File: config.mk
export PLATFORM = sky130hd
export DESIGN_NAME = field_oriented_mecanum_drive_flat
export DESIGN_NICKNAME = d
export VERILOG_FILES = /design/src/hdl/fomd_pkg.sv /design/src/hdl/fomd_if.sv /design/src/hdl/fomd_dp.sv /design/src/hdl/fomd_ctrl.sv /design/src/hdl/field_oriented_mecanum_drive.sv /design/src/flat_wrapper.sv
export SDC_FILE = /design/constraint.sdc
export NUM_CORES = 2
export LEC_CHECK = 0
export BUFFER_PORTS_ARGS = -buffer_cell sky130_fd_sc_hd__buf_2
export CORE_ASPECT_RATIO = 0.9
export CORE_MARGIN = 4
export CORE_UTILIZATION = 70
export DETAILED_ROUTE_END_ITERATION = 16
export PLACE_DENSITY_LB_ADDON = 0.25
export SETUP_SLACK_MARGIN = 0.05
export SKIP_CTS_REPAIR_TIMING = 1
export SLEW_MARGIN = 20
export SYNTH_ARGS = -nofsm -noshare
export SYNTH_HDL_FRONTEND = slang
export SYNTH_SLANG_ARGS = --single-unit
File: constraint.sdc
create_clock -name clk -period 21.5 [get_ports clk]
set_input_delay 1.075 -clock clk [delete_from_list [all_inputs] [get_ports clk]]
set_output_delay 1.075 -clock clk [all_outputs]
set_load 0.005 [all_outputs]
File: src/hdl/fomd_pkg.sv
// Shared types and constants of the field-oriented mecanum drive block.
// Depends on nothing; every other file of the block depends on it.
package fomd_pkg;

	// Field and register widths
	localparam int RATE_W     = 11;
	localparam int ELAPSED_W  = 8;
	localparam int STICK_W    = 8;
	localparam int HEADING_W  = 19;
	localparam int POWER_W    = 8;
	localparam int SDZ_W      = 7;
	localparam int RDZ_W      = 8;
	localparam int SCALE_W    = 9;
	localparam int CFG_IDX_W  = 2;
	localparam int CFG_DATA_W = 9;
	localparam int DEG_W      = 9;
	localparam int NUM_WHEELS = 4;

	// Register indexes
	localparam logic [CFG_IDX_W-1:0] CFG_STICK_DZ    = 2'd0;
	localparam logic [CFG_IDX_W-1:0] CFG_RATE_DZ     = 2'd1;
	localparam logic [CFG_IDX_W-1:0] CFG_DRIVE_SCALE = 2'd2;

	// Register reset values
	localparam logic [SDZ_W-1:0]   SDZ_RST   = 7'd15;
	localparam logic [RDZ_W-1:0]   RDZ_RST   = 8'd3;
	localparam logic [SCALE_W-1:0] SCALE_RST = 9'd192;

	localparam int FULL_TURN_MDEG = 360000;
	localparam int POWER_LIMIT    = 100;
	localparam int SCALE_SHIFT    = 8;
	// floor(h / 1000) == (h * RECIP_1000) >> RECIP_SHIFT for h up to 360000
	localparam int RECIP_1000     = 536871;
	localparam int RECIP_SHIFT    = 29;
	localparam int DEG_FULL       = 360;

	// sin of 0..90 whole degrees, Q1.14
	localparam logic [14:0] SINE_Q14 [0:90] = '{
		15'd0,     15'd286,   15'd572,   15'd857,   15'd1143,
		15'd1428,  15'd1713,  15'd1997,  15'd2280,  15'd2563,
		15'd2845,  15'd3126,  15'd3406,  15'd3686,  15'd3964,
		15'd4240,  15'd4516,  15'd4790,  15'd5063,  15'd5334,
		15'd5604,  15'd5872,  15'd6138,  15'd6402,  15'd6664,
		15'd6924,  15'd7182,  15'd7438,  15'd7692,  15'd7943,
		15'd8192,  15'd8438,  15'd8682,  15'd8923,  15'd9162,
		15'd9397,  15'd9630,  15'd9860,  15'd10087, 15'd10311,
		15'd10531, 15'd10749, 15'd10963, 15'd11174, 15'd11381,
		15'd11585, 15'd11786, 15'd11983, 15'd12176, 15'd12365,
		15'd12551, 15'd12733, 15'd12911, 15'd13085, 15'd13255,
		15'd13421, 15'd13583, 15'd13741, 15'd13894, 15'd14044,
		15'd14189, 15'd14330, 15'd14466, 15'd14598, 15'd14726,
		15'd14849, 15'd14968, 15'd15082, 15'd15191, 15'd15296,
		15'd15396, 15'd15491, 15'd15582, 15'd15668, 15'd15749,
		15'd15826, 15'd15897, 15'd15964, 15'd16026, 15'd16083,
		15'd16135, 15'd16182, 15'd16225, 15'd16262, 15'd16294,
		15'd16322, 15'd16344, 15'd16362, 15'd16374, 15'd16382,
		15'd16384
	};

	// Multiplier operations; the tag is registered alongside the product
	typedef enum logic [3:0] {
		OP_NONE,
		OP_RATE,
		OP_RECIP,
		OP_CX,
		OP_SY,
		OP_SX,
		OP_CY,
		OP_W0,
		OP_W1,
		OP_W2,
		OP_W3
	} op_t;

	typedef struct packed {
		logic load;
		op_t  op;
		logic out_load;
	} cmd_t;

	typedef struct packed {
		logic joystick;
	} sts_t;

endpackage

File: src/hdl/fomd_if.sv
// Request channels of the mecanum drive block: sample in, result out.
// Depends on fomd_pkg for field widths.
interface fomd_sample_if;
	logic valid;
	logic ready;
	logic mode;
	logic signed [fomd_pkg::RATE_W-1:0] gyro_rate;
	logic [fomd_pkg::ELAPSED_W-1:0] elapsed_ms;
	logic signed [fomd_pkg::STICK_W-1:0] stick_x;
	logic signed [fomd_pkg::STICK_W-1:0] stick_y;
	logic signed [fomd_pkg::STICK_W-1:0] stick_turn;

	modport source (output valid, mode, gyro_rate, elapsed_ms, stick_x, stick_y, stick_turn,
		input ready);
	modport sink (input valid, mode, gyro_rate, elapsed_ms, stick_x, stick_y, stick_turn,
		output ready);
endinterface

interface fomd_result_if;
	logic valid;
	logic ready;
	logic [fomd_pkg::HEADING_W-1:0] heading_mdeg;
	logic signed [fomd_pkg::POWER_W-1:0] front_left_power;
	logic signed [fomd_pkg::POWER_W-1:0] back_left_power;
	logic signed [fomd_pkg::POWER_W-1:0] front_right_power;
	logic signed [fomd_pkg::POWER_W-1:0] back_right_power;

	modport source (output valid, heading_mdeg, front_left_power, back_left_power,
		front_right_power, back_right_power, input ready);
	modport sink (input valid, heading_mdeg, front_left_power, back_left_power,
		front_right_power, back_right_power, output ready);
endinterface

File: src/hdl/fomd_dp.sv
// Datapath of the mecanum drive: registers, trig lookup, one shared multiplier
// and the result register. Depends on fomd_pkg; driven by fomd_ctrl commands.
module fomd_dp #(
	parameter int TRIG_FRACTION_BITS = 14
) (
	input  logic clk,
	input  logic arst_n,
	input  logic cfg_we,
	input  logic [fomd_pkg::CFG_IDX_W-1:0] cfg_index,
	input  logic [fomd_pkg::CFG_DATA_W-1:0] cfg_data,
	input  fomd_pkg::cmd_t cmd,
	output fomd_pkg::sts_t sts,
	input  logic mode,
	input  logic signed [fomd_pkg::RATE_W-1:0] gyro_rate,
	input  logic [fomd_pkg::ELAPSED_W-1:0] elapsed_ms,
	input  logic signed [fomd_pkg::STICK_W-1:0] stick_x,
	input  logic signed [fomd_pkg::STICK_W-1:0] stick_y,
	input  logic signed [fomd_pkg::STICK_W-1:0] stick_turn,
	output logic [fomd_pkg::HEADING_W-1:0] heading_mdeg,
	output logic signed [fomd_pkg::POWER_W-1:0] front_left_power,
	output logic signed [fomd_pkg::POWER_W-1:0] back_left_power,
	output logic signed [fomd_pkg::POWER_W-1:0] front_right_power,
	output logic signed [fomd_pkg::POWER_W-1:0] back_right_power
);
	import fomd_pkg::*;

	localparam int F         = TRIG_FRACTION_BITS;
	localparam int TW        = F + 2;
	localparam int MW        = (TW > 21) ? TW : 21;
	localparam int PW        = 2 * MW;
	localparam int SW        = PW + 1;
	localparam int RX_W      = 10;
	localparam int MIX_W     = 11;
	localparam int HS_W      = HEADING_W + 2;
	localparam int PWR_W     = 24;
	localparam int SH_DN     = (F < 14) ? 14 - F : 0;
	localparam int SH_UP     = (F > 14) ? F - 14 : 0;
	localparam int RND       = (SH_DN > 0) ? (1 << (SH_DN - 1)) : 0;
	localparam int TRUNC_ADJ = (1 << F) - 1;

	localparam logic signed [HS_W-1:0]  FULL_TURN  = HS_W'(FULL_TURN_MDEG);
	localparam logic signed [PWR_W-1:0] PLIM_POS   = PWR_W'(POWER_LIMIT);
	localparam logic signed [PWR_W-1:0] PLIM_NEG   = -PWR_W'(POWER_LIMIT);
	localparam logic signed [PWR_W-1:0] SCALE_ADJ  = PWR_W'((1 << SCALE_SHIFT) - 1);

	// configuration
	logic [SDZ_W-1:0]   sdz_q;
	logic [RDZ_W-1:0]   rdz_q;
	logic [SCALE_W-1:0] scale_q;

	// block state
	logic [HEADING_W-1:0] heading_q;
	logic [ELAPSED_W-1:0] prior_q;
	logic [DEG_W-1:0]     deg_q;
	logic signed [POWER_W-1:0] powers_q [NUM_WHEELS];

	// captured sample and work registers
	logic joy_q;
	logic signed [RATE_W-1:0]  rate_q;
	logic [ELAPSED_W-1:0]      elapsed_q;
	logic signed [STICK_W-1:0] x_q, y_q, t_q;
	logic signed [TW-1:0]      s_q, c_q;
	logic signed [PW-1:0]      acc_q;
	logic signed [RX_W-1:0]    rx_q, ry_q;
	logic signed [PW-1:0]      prod_s1;
	op_t                       tag_s1;

	// result register
	logic [HEADING_W-1:0]      res_heading_q;
	logic signed [POWER_W-1:0] res_power_q [NUM_WHEELS];

	logic [STICK_W:0]         ax, ay;
	logic [DEG_W-1:0]         cos_deg;
	logic signed [TW-1:0]     sin_now, cos_now;
	logic signed [MIX_W-1:0]  mix [NUM_WHEELS];
	logic signed [MIX_W-1:0]  rx_w, ry_w, t_w;
	logic signed [MW-1:0]     a_op, b_op;
	logic signed [PW-1:0]     prod;
	logic [RATE_W-1:0]        rate_mag;
	logic signed [HS_W-1:0]   hsum;
	logic [HEADING_W-1:0]     hwrap;
	logic [DEG_W-1:0]         deg_raw, deg_next;
	logic signed [SW-1:0]     rx_sum, ry_sum;
	logic signed [PWR_W-1:0]  pw_full, pw_adj, pw_div;
	logic signed [POWER_W-1:0] pwr_sat;

	// signed value of sin(deg) with F fraction bits, deg in 0..359
	function automatic logic signed [TW-1:0] trig_value(input logic [DEG_W-1:0] deg);
		logic [DEG_W-1:0] fold;
		logic neg;
		logic [31:0] mag;
		if (deg <= 9'd90) begin
			fold = deg;
			neg = 1'b0;
		end else if (deg <= 9'd180) begin
			fold = 9'd180 - deg;
			neg = 1'b0;
		end else if (deg <= 9'd270) begin
			fold = deg - 9'd180;
			neg = 1'b1;
		end else begin
			fold = 9'd360 - deg;
			neg = 1'b1;
		end
		mag = ((32'(SINE_Q14[fold[6:0]]) + 32'(RND)) >> SH_DN) << SH_UP;
		trig_value = neg ? -TW'(mag) : TW'(mag);
	endfunction

	// divide by 2^F truncating toward zero
	function automatic logic signed [RX_W-1:0] trunc_shift(input logic signed [SW-1:0] v);
		logic signed [SW-1:0] adj;
		adj = v + (v[SW-1] ? SW'(TRUNC_ADJ) : SW'(0));
		trunc_shift = RX_W'(adj >>> F);
	endfunction

	always_comb begin
		ax = stick_x[STICK_W-1] ? ((STICK_W+1)'(0) - (STICK_W+1)'(stick_x))
			: (STICK_W+1)'(stick_x);
		ay = stick_y[STICK_W-1] ? ((STICK_W+1)'(0) - (STICK_W+1)'(stick_y))
			: (STICK_W+1)'(stick_y);
		cos_deg = (deg_q >= 9'd270) ? deg_q - 9'd270 : deg_q + 9'd90;
		sin_now = trig_value(deg_q);
		cos_now = trig_value(cos_deg);

		rx_w = MIX_W'(rx_q);
		ry_w = MIX_W'(ry_q);
		t_w  = MIX_W'(t_q);
		mix[0] = ry_w + rx_w - t_w;
		mix[1] = ry_w - rx_w - t_w;
		mix[2] = rx_w - ry_w - t_w;
		mix[3] = -ry_w - rx_w - t_w;
	end

	// shared multiplier operand select
	always_comb begin
		case (cmd.op)
			OP_RATE: begin
				a_op = MW'(rate_q);
				b_op = MW'(prior_q);
			end
			OP_RECIP: begin
				a_op = MW'(heading_q);
				b_op = MW'(RECIP_1000);
			end
			OP_CX: begin
				a_op = MW'(c_q);
				b_op = MW'(x_q);
			end
			OP_SY: begin
				a_op = MW'(s_q);
				b_op = MW'(y_q);
			end
			OP_SX: begin
				a_op = MW'(s_q);
				b_op = MW'(x_q);
			end
			OP_CY: begin
				a_op = MW'(c_q);
				b_op = MW'(y_q);
			end
			OP_W0: begin
				a_op = MW'(mix[0]);
				b_op = MW'(scale_q);
			end
			OP_W1: begin
				a_op = MW'(mix[1]);
				b_op = MW'(scale_q);
			end
			OP_W2: begin
				a_op = MW'(mix[2]);
				b_op = MW'(scale_q);
			end
			OP_W3: begin
				a_op = MW'(mix[3]);
				b_op = MW'(scale_q);
			end
			default: begin
				a_op = '0;
				b_op = '0;
			end
		endcase
		prod = a_op * b_op;
	end

	// consumers of the registered product
	always_comb begin
		rate_mag = rate_q[RATE_W-1] ? RATE_W'(-rate_q) : RATE_W'(rate_q);
		hsum = HS_W'({2'b00, heading_q}) + HS_W'(prod_s1);
		if (hsum > FULL_TURN)
			hwrap = HEADING_W'(hsum - FULL_TURN);
		else if (hsum[HS_W-1])
			hwrap = HEADING_W'(hsum + FULL_TURN);
		else
			hwrap = HEADING_W'(hsum);

		deg_raw = prod_s1[RECIP_SHIFT +: DEG_W];
		deg_next = (deg_raw == DEG_W'(DEG_FULL)) ? '0 : deg_raw;

		rx_sum = SW'(acc_q) - SW'(prod_s1);
		ry_sum = SW'(acc_q) + SW'(prod_s1);

		pw_full = PWR_W'(prod_s1);
		pw_adj = pw_full + (pw_full[PWR_W-1] ? SCALE_ADJ : PWR_W'(0));
		pw_div = pw_adj >>> SCALE_SHIFT;
		if (pw_div > PLIM_POS)
			pwr_sat = POWER_W'(PLIM_POS);
		else if (pw_div < PLIM_NEG)
			pwr_sat = POWER_W'(PLIM_NEG);
		else
			pwr_sat = POWER_W'(pw_div);
	end

	always_ff @(posedge clk or negedge arst_n) begin
		if (!arst_n) begin
			sdz_q <= SDZ_RST;
			rdz_q <= RDZ_RST;
			scale_q <= SCALE_RST;
			heading_q <= '0;
			prior_q <= '0;
			deg_q <= '0;
			powers_q <= '{default: '0};
			tag_s1 <= OP_NONE;
		end else begin
			if (cfg_we) begin
				case (cfg_index)
					CFG_STICK_DZ:    sdz_q <= cfg_data[SDZ_W-1:0];
					CFG_RATE_DZ:     rdz_q <= cfg_data[RDZ_W-1:0];
					CFG_DRIVE_SCALE: scale_q <= cfg_data[SCALE_W-1:0];
					default: ;
				endcase
			end
			tag_s1 <= cmd.op;
			case (tag_s1)
				OP_RATE: begin
					if (rate_mag > RATE_W'(rdz_q))
						heading_q <= hwrap;
					prior_q <= elapsed_q;
				end
				OP_RECIP: deg_q <= deg_next;
				OP_W0:    powers_q[0] <= pwr_sat;
				OP_W1:    powers_q[1] <= pwr_sat;
				OP_W2:    powers_q[2] <= pwr_sat;
				OP_W3:    powers_q[3] <= pwr_sat;
				default: ;
			endcase
		end
	end

	always_ff @(posedge clk) begin
		if (cmd.load) begin
			joy_q <= mode;
			rate_q <= gyro_rate;
			elapsed_q <= elapsed_ms;
			x_q <= (ax < (STICK_W+1)'(sdz_q)) ? '0 : stick_x;
			y_q <= (ay < (STICK_W+1)'(sdz_q)) ? '0 : stick_y;
			t_q <= stick_turn;
			s_q <= sin_now;
			c_q <= cos_now;
		end
		prod_s1 <= prod;
		case (tag_s1)
			OP_CX: acc_q <= prod_s1;
			OP_SX: acc_q <= prod_s1;
			OP_SY: rx_q <= trunc_shift(rx_sum);
			OP_CY: ry_q <= trunc_shift(ry_sum);
			default: ;
		endcase
		if (cmd.out_load) begin
			res_heading_q <= heading_q;
			res_power_q <= powers_q;
		end
	end

	assign sts.joystick = joy_q;
	assign heading_mdeg = res_heading_q;
	assign front_left_power = res_power_q[0];
	assign back_left_power = res_power_q[1];
	assign front_right_power = res_power_q[2];
	assign back_right_power = res_power_q[3];

endmodule

File: src/hdl/fomd_ctrl.sv
// Sequencer of the mecanum drive: steps the shared multiplier through a
// gyro or joystick request and owns the handshakes. Depends on fomd_pkg.
module fomd_ctrl (
	input  logic clk,
	input  logic arst_n,
	input  logic in_valid,
	output logic in_ready,
	output logic out_valid,
	input  logic out_ready,
	input  fomd_pkg::sts_t sts,
	output fomd_pkg::cmd_t cmd
);
	import fomd_pkg::*;

	typedef enum logic [3:0] {
		S_IDLE,
		S_START,
		S_G_APPLY,
		S_G_RECIP,
		S_J_SY,
		S_J_SX,
		S_J_CY,
		S_J_GAP,
		S_J_W0,
		S_J_W1,
		S_J_W2,
		S_J_W3,
		S_J_TAIL,
		S_FINISH
	} state_t;

	state_t state_q;
	logic out_valid_q;
	logic res_free;

	assign res_free = !out_valid_q || out_ready;
	assign in_ready = (state_q == S_IDLE);
	assign out_valid = out_valid_q;

	always_comb begin
		cmd.load = (state_q == S_IDLE) && in_valid;
		cmd.out_load = (state_q == S_FINISH) && res_free;
		case (state_q)
			S_START:   cmd.op = sts.joystick ? OP_CX : OP_RATE;
			S_G_RECIP: cmd.op = OP_RECIP;
			S_J_SY:    cmd.op = OP_SY;
			S_J_SX:    cmd.op = OP_SX;
			S_J_CY:    cmd.op = OP_CY;
			S_J_W0:    cmd.op = OP_W0;
			S_J_W1:    cmd.op = OP_W1;
			S_J_W2:    cmd.op = OP_W2;
			S_J_W3:    cmd.op = OP_W3;
			default:   cmd.op = OP_NONE;
		endcase
	end

	always_ff @(posedge clk or negedge arst_n) begin
		if (!arst_n) begin
			state_q <= S_IDLE;
			out_valid_q <= 1'b0;
		end else begin
			if (cmd.out_load)
				out_valid_q <= 1'b1;
			else if (out_ready)
				out_valid_q <= 1'b0;
			case (state_q)
				S_IDLE:    if (in_valid) state_q <= S_START;
				S_START:   state_q <= sts.joystick ? S_J_SY : S_G_APPLY;
				S_G_APPLY: state_q <= S_G_RECIP;
				S_G_RECIP: state_q <= S_FINISH;
				S_J_SY:    state_q <= S_J_SX;
				S_J_SX:    state_q <= S_J_CY;
				S_J_CY:    state_q <= S_J_GAP;
				S_J_GAP:   state_q <= S_J_W0;
				S_J_W0:    state_q <= S_J_W1;
				S_J_W1:    state_q <= S_J_W2;
				S_J_W2:    state_q <= S_J_W3;
				S_J_W3:    state_q <= S_J_TAIL;
				S_J_TAIL:  state_q <= S_FINISH;
				S_FINISH:  if (res_free) state_q <= S_IDLE;
				default:   state_q <= S_IDLE;
			endcase
		end
	end

	// a waiting result is never overwritten
	a_no_overwrite: assert property (@(posedge clk) disable iff (!arst_n)
		cmd.out_load |-> (!out_valid_q || out_ready))
		else $error("result register loaded while a result is pending");

	a_one_at_a_time: assert property (@(posedge clk) disable iff (!arst_n)
		(in_valid && in_ready) |=> (!in_ready && !cmd.out_load))
		else $error("second request taken while one is in work");

	a_load_shows: assert property (@(posedge clk) disable iff (!arst_n)
		cmd.out_load |=> out_valid_q)
		else $error("loaded result not presented");

	a_op_in_work: assert property (@(posedge clk) disable iff (!arst_n)
		(cmd.op != OP_NONE) |-> !in_ready)
		else $error("multiplier issued while idle");

endmodule

File: src/hdl/field_oriented_mecanum_drive.sv
// Field-oriented mecanum drive with a gyro-integrated heading. A request is
// either a gyro sample (mode 0), which integrates the rate over the interval of
// the previous gyro sample into the millidegree heading, or a joystick sample
// (mode 1), which rotates the stick by the whole-degree heading and mixes it
// with turn into four wheel powers scaled by drive_scale/256 and saturated to
// +/-100. Every request gives one result with the heading and the four powers.
// One request is in work at a time, all products going through a single 21x21
// multiplier with a registered output. A gyro sample takes two products, the
// second turning the heading into whole degrees; a joystick sample takes four
// rotation and four wheel products. The result sits in an output register, so
// the next request is accepted while it waits; the sequencer only stalls if a
// new result is done before the previous one was taken. The user must write
// registers through cfg_we, cfg_index and cfg_data only while no request is in
// work; the block itself does not enforce it.
module field_oriented_mecanum_drive #(
	parameter int TRIG_FRACTION_BITS = 14
) (
	input  logic clk,
	input  logic arst_n,
	input  logic cfg_we,
	input  logic [fomd_pkg::CFG_IDX_W-1:0] cfg_index,
	input  logic [fomd_pkg::CFG_DATA_W-1:0] cfg_data,
	fomd_sample_if.sink sample,
	fomd_result_if.source result
);
	import fomd_pkg::*;

	cmd_t cmd;
	sts_t sts;

	fomd_ctrl u_ctrl (
		.clk(clk),
		.arst_n(arst_n),
		.in_valid(sample.valid),
		.in_ready(sample.ready),
		.out_valid(result.valid),
		.out_ready(result.ready),
		.sts(sts),
		.cmd(cmd)
	);

	fomd_dp #(
		.TRIG_FRACTION_BITS(TRIG_FRACTION_BITS)
	) u_dp (
		.clk(clk),
		.arst_n(arst_n),
		.cfg_we(cfg_we),
		.cfg_index(cfg_index),
		.cfg_data(cfg_data),
		.cmd(cmd),
		.sts(sts),
		.mode(sample.mode),
		.gyro_rate(sample.gyro_rate),
		.elapsed_ms(sample.elapsed_ms),
		.stick_x(sample.stick_x),
		.stick_y(sample.stick_y),
		.stick_turn(sample.stick_turn),
		.heading_mdeg(result.heading_mdeg),
		.front_left_power(result.front_left_power),
		.back_left_power(result.back_left_power),
		.front_right_power(result.front_right_power),
		.back_right_power(result.back_right_power)
	);

endmodule
File: src/flat_wrapper.sv
// flat-port wrapper written by rule: the top's interface ports become plain ports
module field_oriented_mecanum_drive_flat import fomd_pkg::*;
#(
	parameter int TRIG_FRACTION_BITS = 14
)
  (clk, arst_n, cfg_we, cfg_index, cfg_data, sample_valid, sample_mode, sample_gyro_rate, sample_elapsed_ms, sample_stick_x, sample_stick_y, sample_stick_turn, sample_ready, result_valid, result_heading_mdeg, result_front_left_power, result_back_left_power, result_front_right_power, result_back_right_power, result_ready);
  fomd_sample_if sample_i ();
  fomd_result_if result_i ();
  input  logic clk;
  input  logic arst_n;
  input  logic cfg_we;
  input  logic [fomd_pkg::CFG_IDX_W-1:0] cfg_index;
  input  logic [fomd_pkg::CFG_DATA_W-1:0] cfg_data;
  input wire logic [$bits(sample_i.valid)-1:0] sample_valid;
  input wire logic [$bits(sample_i.mode)-1:0] sample_mode;
  input wire logic [$bits(sample_i.gyro_rate)-1:0] sample_gyro_rate;
  input wire logic [$bits(sample_i.elapsed_ms)-1:0] sample_elapsed_ms;
  input wire logic [$bits(sample_i.stick_x)-1:0] sample_stick_x;
  input wire logic [$bits(sample_i.stick_y)-1:0] sample_stick_y;
  input wire logic [$bits(sample_i.stick_turn)-1:0] sample_stick_turn;
  output wire logic [$bits(sample_i.ready)-1:0] sample_ready;
  output wire logic [$bits(result_i.valid)-1:0] result_valid;
  output wire logic [$bits(result_i.heading_mdeg)-1:0] result_heading_mdeg;
  output wire logic [$bits(result_i.front_left_power)-1:0] result_front_left_power;
  output wire logic [$bits(result_i.back_left_power)-1:0] result_back_left_power;
  output wire logic [$bits(result_i.front_right_power)-1:0] result_front_right_power;
  output wire logic [$bits(result_i.back_right_power)-1:0] result_back_right_power;
  input wire logic [$bits(result_i.ready)-1:0] result_ready;
  assign sample_i.valid = sample_valid;
  assign sample_i.mode = sample_mode;
  assign sample_i.gyro_rate = sample_gyro_rate;
  assign sample_i.elapsed_ms = sample_elapsed_ms;
  assign sample_i.stick_x = sample_stick_x;
  assign sample_i.stick_y = sample_stick_y;
  assign sample_i.stick_turn = sample_stick_turn;
  assign sample_ready = sample_i.ready;
  assign result_valid = result_i.valid;
  assign result_heading_mdeg = result_i.heading_mdeg;
  assign result_front_left_power = result_i.front_left_power;
  assign result_back_left_power = result_i.back_left_power;
  assign result_front_right_power = result_i.front_right_power;
  assign result_back_right_power = result_i.back_right_power;
  assign result_i.ready = result_ready;
  field_oriented_mecanum_drive #(.TRIG_FRACTION_BITS(TRIG_FRACTION_BITS)) u_core (.clk(clk), .arst_n(arst_n), .cfg_we(cfg_we), .cfg_index(cfg_index), .cfg_data(cfg_data), .sample(sample_i), .result(result_i));
endmodule
Word-level counts from Yosys, hierarchy flattened
Memory sizes are Yosys's and may differ from the RTL's.
Cells that the tools add are included.
{"block": "totals", "register_bits": 332, "mem_bits_ro": 3840, "input_bits": 60, "output_inout_bits": 53, "wordCells": 177, "mem_count": 2}
{"memory": "(name not given)", "depth": 128, "word_bits": 15, "read_ports": 1, "rd_clocked_by_memory_dff": 0, "wr": 0, "line": "fomd_dp.sv:105", "rtl": "mag = ((32'(SINE_Q14[fold[6:0]]) + 32'(RND)) >> SH_DN) << SH_UP;"}
{"memory": "(name not given)", "depth": 128, "word_bits": 15, "read_ports": 1, "rd_clocked_by_memory_dff": 0, "wr": 0, "line": "fomd_dp.sv:105"}
{"block": "classes", "addsub": 30, "n_mul": 1, "magnitude_cmp": 15, "eq_ne": 38, "n_mux": 38, "n_bitwise": 2, "n_reduce_logical": 19}
{"operator": "$pmux W21 S8", "n": 1}
{"operator": "$pmux W21 S5", "n": 1}
{"operator": "$mux W15", "n": 6}
{"operator": "$pmux W4 S13", "n": 1}
{"operator": "$add A24 B15 Y24", "n": 2}
{"operator": "$eq A4 B3 Y1 const B", "n": 12}
{"operator": "$eq A4 B4 Y1 const B", "n": 12}
{"operator": "$sub A11 B8 Y11", "n": 4}
{"operator": "$add A42 B42 Y43", "n": 1}
{"operator": "$sub A42 B42 Y43", "n": 1}
{"operator": "$mul A21 B21 Y42", "n": 1}
{"operator": "$mux W7", "n": 6}
{"operator": "$mux W19", "n": 2}
{"operator": "$mux W9", "n": 4}
{"operator": "$pmux W4 S9", "n": 1}
{"operator": "$neg A15 Y16", "n": 2}
{"operator": "$mux W14", "n": 2}
{"operator": "$add A24 B9 Y24", "n": 1}
{"operator": "$eq A4 B2 Y1 const B", "n": 6}
{"operator": "$mux W8", "n": 3}
{"operator": "$sub A10 B10 Y11", "n": 2}
{"operator": "$add A19 B21 Y21", "n": 1}
{"operator": "$gt A21 B20 Y1 const B", "n": 1}
{"operator": "$add A19 B19 Y19 const B", "n": 1}
{"operator": "other kinds (40)", "n": 69}

Logic depth before layout (Yosys ltp)
{"block": "logic_depth", "word_depth": 12, "ltp_mapped": 49, "mapped_depth_nobuf": 47}

By module
A second synthesis with hierarchy kept.
{"block": "unflattened", "hier_cells": 4461, "area_unflattened_um2": 41329.6}
{"mod": "fomd_dp", "n_inst": 1, "cells_per_inst": 4414, "area_per_inst_um2": 40895.5, "seq_area_each_um2": 8928.6}
{"mod": "fomd_ctrl", "n_inst": 1, "cells_per_inst": 47, "area_per_inst_um2": 434.2, "seq_area_each_um2": 125.1}

Worst setup path after synthesis
Ideal clock, no wire load.
{"block": "synth_timing", "kind": "flip-flop to flip-flop", "startpoint": "register u_core.u_dp.t_q[0]", "endpoint": "register u_core.u_dp.prod_s1[40]", "setup_ns": 0.121, "arrival_time_ns": 10.604, "required_ns": 21.379, "path_slack_ns": 10.775, "path_stages_with_launch": 44, "path_buffers": 1, "synth_period_minus_slack_ns": 10.725, "cell_sequence": "edfxtp_1 -> inv_1 -> fa_1 -> inv_1 -> ha_1 -> or2_2 -> fa_1 -> a21o_1 -> a21oi_1 -> o21bai_1 -> a21oi_1 -> o21bai_1 -> a21oi_1 -> o21bai_1 -> a21oi_1 -> xnor2_1 -> a22oi_1 -> nand3_1 -> [8 not listed] -> inv_1 -> fa_1 -> fa_1 -> fa_1 -> inv_1 -> fa_1 -> inv_1 -> ha_1 -> a21o_1 -> a21oi_1 -> inv_1 -> a2111oi_0 -> o41ai_1 -> nand4_1 -> a21boi_0 -> o21a_1 -> mux2i_1 -> nand2_1"}
{"block": "synth_via", "elab_chain_len": 3, "elab_cells_between_ends": 6, "cone_classes": "4 x add/sub; 1 x mul; 1 x mux"}
{"item": "start, declared", "line": "fomd_dp.sv:61", "rtl": "logic signed [STICK_W-1:0] x_q, y_q, t_q;"}
{"item": "start signal, assigned", "line": "fomd_dp.sv:256", "rtl": "t_q <= stick_turn;"}
{"item": "$sub A11 B8 Y11 (on tied branches)"}
{"item": "$pmux W21 S8 (*)", "line": "fomd_dp.sv:136", "rtl": "case (cmd.op)"}
{"item": "$mul A21 B21 Y42 (*)", "line": "fomd_dp.sv:182", "rtl": "prod = a_op * b_op;"}
{"item": "via u_core.u_dp.prod[40]", "line": "fomd_dp.sv:78", "rtl": "logic signed [PW-1:0] prod;"}
{"item": "end signal, assigned", "line": "fomd_dp.sv:260", "rtl": "prod_s1 <= prod;"}
{"item": "end, declared", "line": "fomd_dp.sv:65", "rtl": "logic signed [PW-1:0] prod_s1;"}
The timed path passes the listed nets; every way through them passes the cells marked *.
A chain may end at the register's enable or synchronous reset.

Worst setup path after layout
Same ends and word-level chain as after synthesis.

==> impl_metrics.ini <==
[run]
drv_cap = 0

[sta]
fin_crit_sh_pct = 57.0
setup_viol = 0
tightest_slew_ns = 1.18
fin_tns_setup_ns = 0
min_period_ns = 12.26
rsz0062_at_grt = no
layout_setup_ws_ns = 9.24
fin_skew_ns = 0.0120
hold_viol = 0
slew_headroom_pct = 21.1
max_freq_mhz = 81.6
drv_slew = 0

[floorplanning]
pin_count = 113
fp.dieArea_sq_um = 62700
row_count = 84
core_sq_um = 58300
die_x_microns = 263
start_util_pct = 70.5
fp.dieH_microns = 238

[placement]
routabilityCongestion = 0.992
io_buffers = 112
dpl.hpwl_microns = 91900
place_inst = 5241
dp_slack_ns = 9.20

[synth]
yosys_warnings = 0
syn_area_sq_um = 41100
syn_inst = 4482
ys_async_sr_fraction_pct = 30.4
synth.avg_cell_area_sq_um = 9.17
synth-seq-cells = 332
yosysSeqAreaShare_pct = 22.0
synth_edf_count = 189
ys_types = 109
synthesis.nets = 5365
ys.flop_type = edfxtp_1

[clocking]
cts_buffers = 36
clock_sinks = 332
htreeDepth = 2
cts_tree = done
clk_latency_ns = 0.56
path_clk_slew_ns = 0.06
clockRootBuffer = clkbuf_16
cts_buffer_depth = 3

[drt]
top_layer = met4
viasPerCell = 6.34
wl_met3_microns = 11500
drc_errors = 0
wl_per_cell_microns = 21.9
vias = 33600
drt_pre_antenna_iters = 8
drtAntennaViolNets = 0
dr.first_iter.drc_count = 3948
wl_met2_microns = 52300
wl_microns = 116000
m1WireLength_microns = 45700

[cells_and_area]
fin_cells = 5309
post-route-util_pct = 74.6
syn2layout_area_growth_pct = 5.78
finalNetCount = 5389
drive_gt1_share_pct = 7.61
fill_cells = 4296

[min_path]
hp-class = input port to async pin

[critical_path]
crit_fanout = 15
end_kind = flop
arrival_ns = 12.70
required_ns = 21.94
reg2reg_from = u_core.u_dp.t_q[0]
slowest_delay_ns = 0.88
crit_type = flop to flop
cpMostUsedCell = fa_1
cp_slowest_cell = a2111oi_1
start_kind = flop
timing.rr.end = u_core.u_dp.prod_s1[40]
reg2reg_depth = 44
r2r_setup_slack_ns = 9.24

[global_route]
antenna_found_initial = 2
grt_max_degree = 77
grt_remaining_overflow = 0
grt_pass1_vias = 33500
track_usage_pct = 37.2
grt_pass1_wl_microns = 185000

[status]
status = complete, no violations
critical path: cells and delay by family, from the launching register on:
| kind | cells | cell delay (ns) |
|---|---|---|
| muxes | 1 | 0.16 |
| DFF | 1 | 0.39 |
| AOI/OAI and AO/OA | 18 | 4.25 |
| xor gates and xnor gates | 1 | 0.13 |
| adders and majority gates | 11 | 5.09 |
| buffers and inverters | 7 | 0.49 |
| and+or+nand+nor | 6 | 1.61 |
through the flow:
stage,hold WS (ns),instance area [sq um]
floorplan,0.419,41100
finish,0.444,43500
CTS,0.433,43500
global placement,0.429,42300
global route,0.453,43500
detailed placement,0.432,42300
state kept, by name (all words and copies together), names as in the netlist, 7 cells and up:
register,count
u_core.u_dp.s_q,16
u_core.u_dp.prod_s1,42
u_core.u_dp.front_right_power,8
u_core.u_dp.sdz_q,7
u_core.u_dp.y_q,8
u_core.u_dp.rate_q,11
u_core.u_dp.rx_q,10
u_core.u_dp.x_q,8
u_core.u_dp.back_left_power,8
u_core.u_dp.c_q,16
u_core.u_dp.rdz_q,8
u_core.u_dp.heading_mdeg,19
u_core.u_dp.t_q,8
u_core.u_dp.heading_q,19
u_core.u_dp.acc_q,42
u_core.u_dp.back_right_power,8
u_core.u_dp.prior_q,8
u_core.u_dp.front_left_power,8
u_core.u_dp.elapsed_q,8
u_core.u_dp.ry_q,10
u_core.u_dp.powers_q,32
u_core.u_dp.deg_q,9
u_core.u_dp.scale_q,9
cell type report:
class	instances	area, sq um	area share [%]
Multi-Input combinational cell	3192	28400	65.3
Sequential cell	332	9050	20.8
Inverter	786	2950	6.78
Clock buffer	48	1040	2.39
Tap cell	774	968	2.23
Timing Repair Buffer	158	906	2.08
Clock inverter	18	158	0.362
Antenna cell	1	2.50	0.00575
routing by layer:
layer	vias to the layer above	GRT usage (%)
met2	1746	58.4
li1	15200	-
met4	0	17.2
met3	346	7.49
met1	16300	50.6
met5	-	0
worst max-delay path by stage:
stage | startpoint | end | slack [ns] | cells after the start
after floorplan | u_core.u_dp.t_q[0] | u_core.u_dp.prod_s1[40] | 10.78 | 43
after global placement | u_core.u_dp.t_q[0] | u_core.u_dp.prod_s1[40] | 9.77 | 42
after detailed placement | u_core.u_dp.t_q[0] | u_core.u_dp.prod_s1[40] | 9.20 | 42
after CTS | u_core.u_dp.t_q[0] | u_core.u_dp.prod_s1[40] | 9.17 | 42
after global routing | u_core.u_dp.rx_q[2] | u_core.u_dp.prod_s1[40] | 8.54 | 40
final | u_core.u_dp.t_q[0] | u_core.u_dp.prod_s1[40] | 9.24 | 44
layout by cell type, fill, tap and decap left out, drive strengths merged, types with 31 or more instances in the layout:
master,count
nor2,235
clkbuf,48
xor2,52
o31ai,34
and2,61
dfrtp,93
nand2b,53
ha,372
a21o,61
mux2,39
a31oi,34
edfxtp,189
fa,451
nand3,67
buf,158
o21bai,46
o21ai,229
o211ai,39
nand4,34
nor4,31
a211oi,35
nand2,386
a21oi,238
nor3,89
dfxtp,42
inv,785
xnor2,165
synthesized netlist by cell type (33+ instances only):
library cell / number / share of area [%]
nand3_1: 66 / 0.80
ha_1: 372 / 11
nor2_1: 235 / 2.1
a211oi_1: 33 / 0.60
dfxtp_1: 42 / 2.0
a21oi_1: 237 / 2.9
nand2_1: 385 / 3.5
xnor2_1: 163 / 3.5
clkbuf_1: 118 / 1.1
fa_1: 451 / 22
dfrtp_1: 93 / 5.7
inv_1: 779 / 7.1
a31oi_1: 33 / 0.50
o21ai_0: 217 / 2.6
nor3_1: 85 / 1.0
o21bai_1: 46 / 0.84
mux2_2: 39 / 1.1
xor2_1: 52 / 1.1
and2_1: 61 / 0.93
nand4_1: 34 / 0.52
edfxtp_1: 189 / 14
a21o_1: 61 / 1.1
nand2b_1: 53 / 0.81
o211ai_1: 39 / 0.71
cells by family after synthesis:
group	synth area share, %
simple gates	12.6
compound gates	16.6
buf+inv	9.05
fa+ha+maj	33.3
flops	22.0
xor+xnor	4.74
mux	1.68
Power is left out: the tool's default activity adds up to more than one toggle a clock period on the data nets, which glitch-free logic cannot reach.
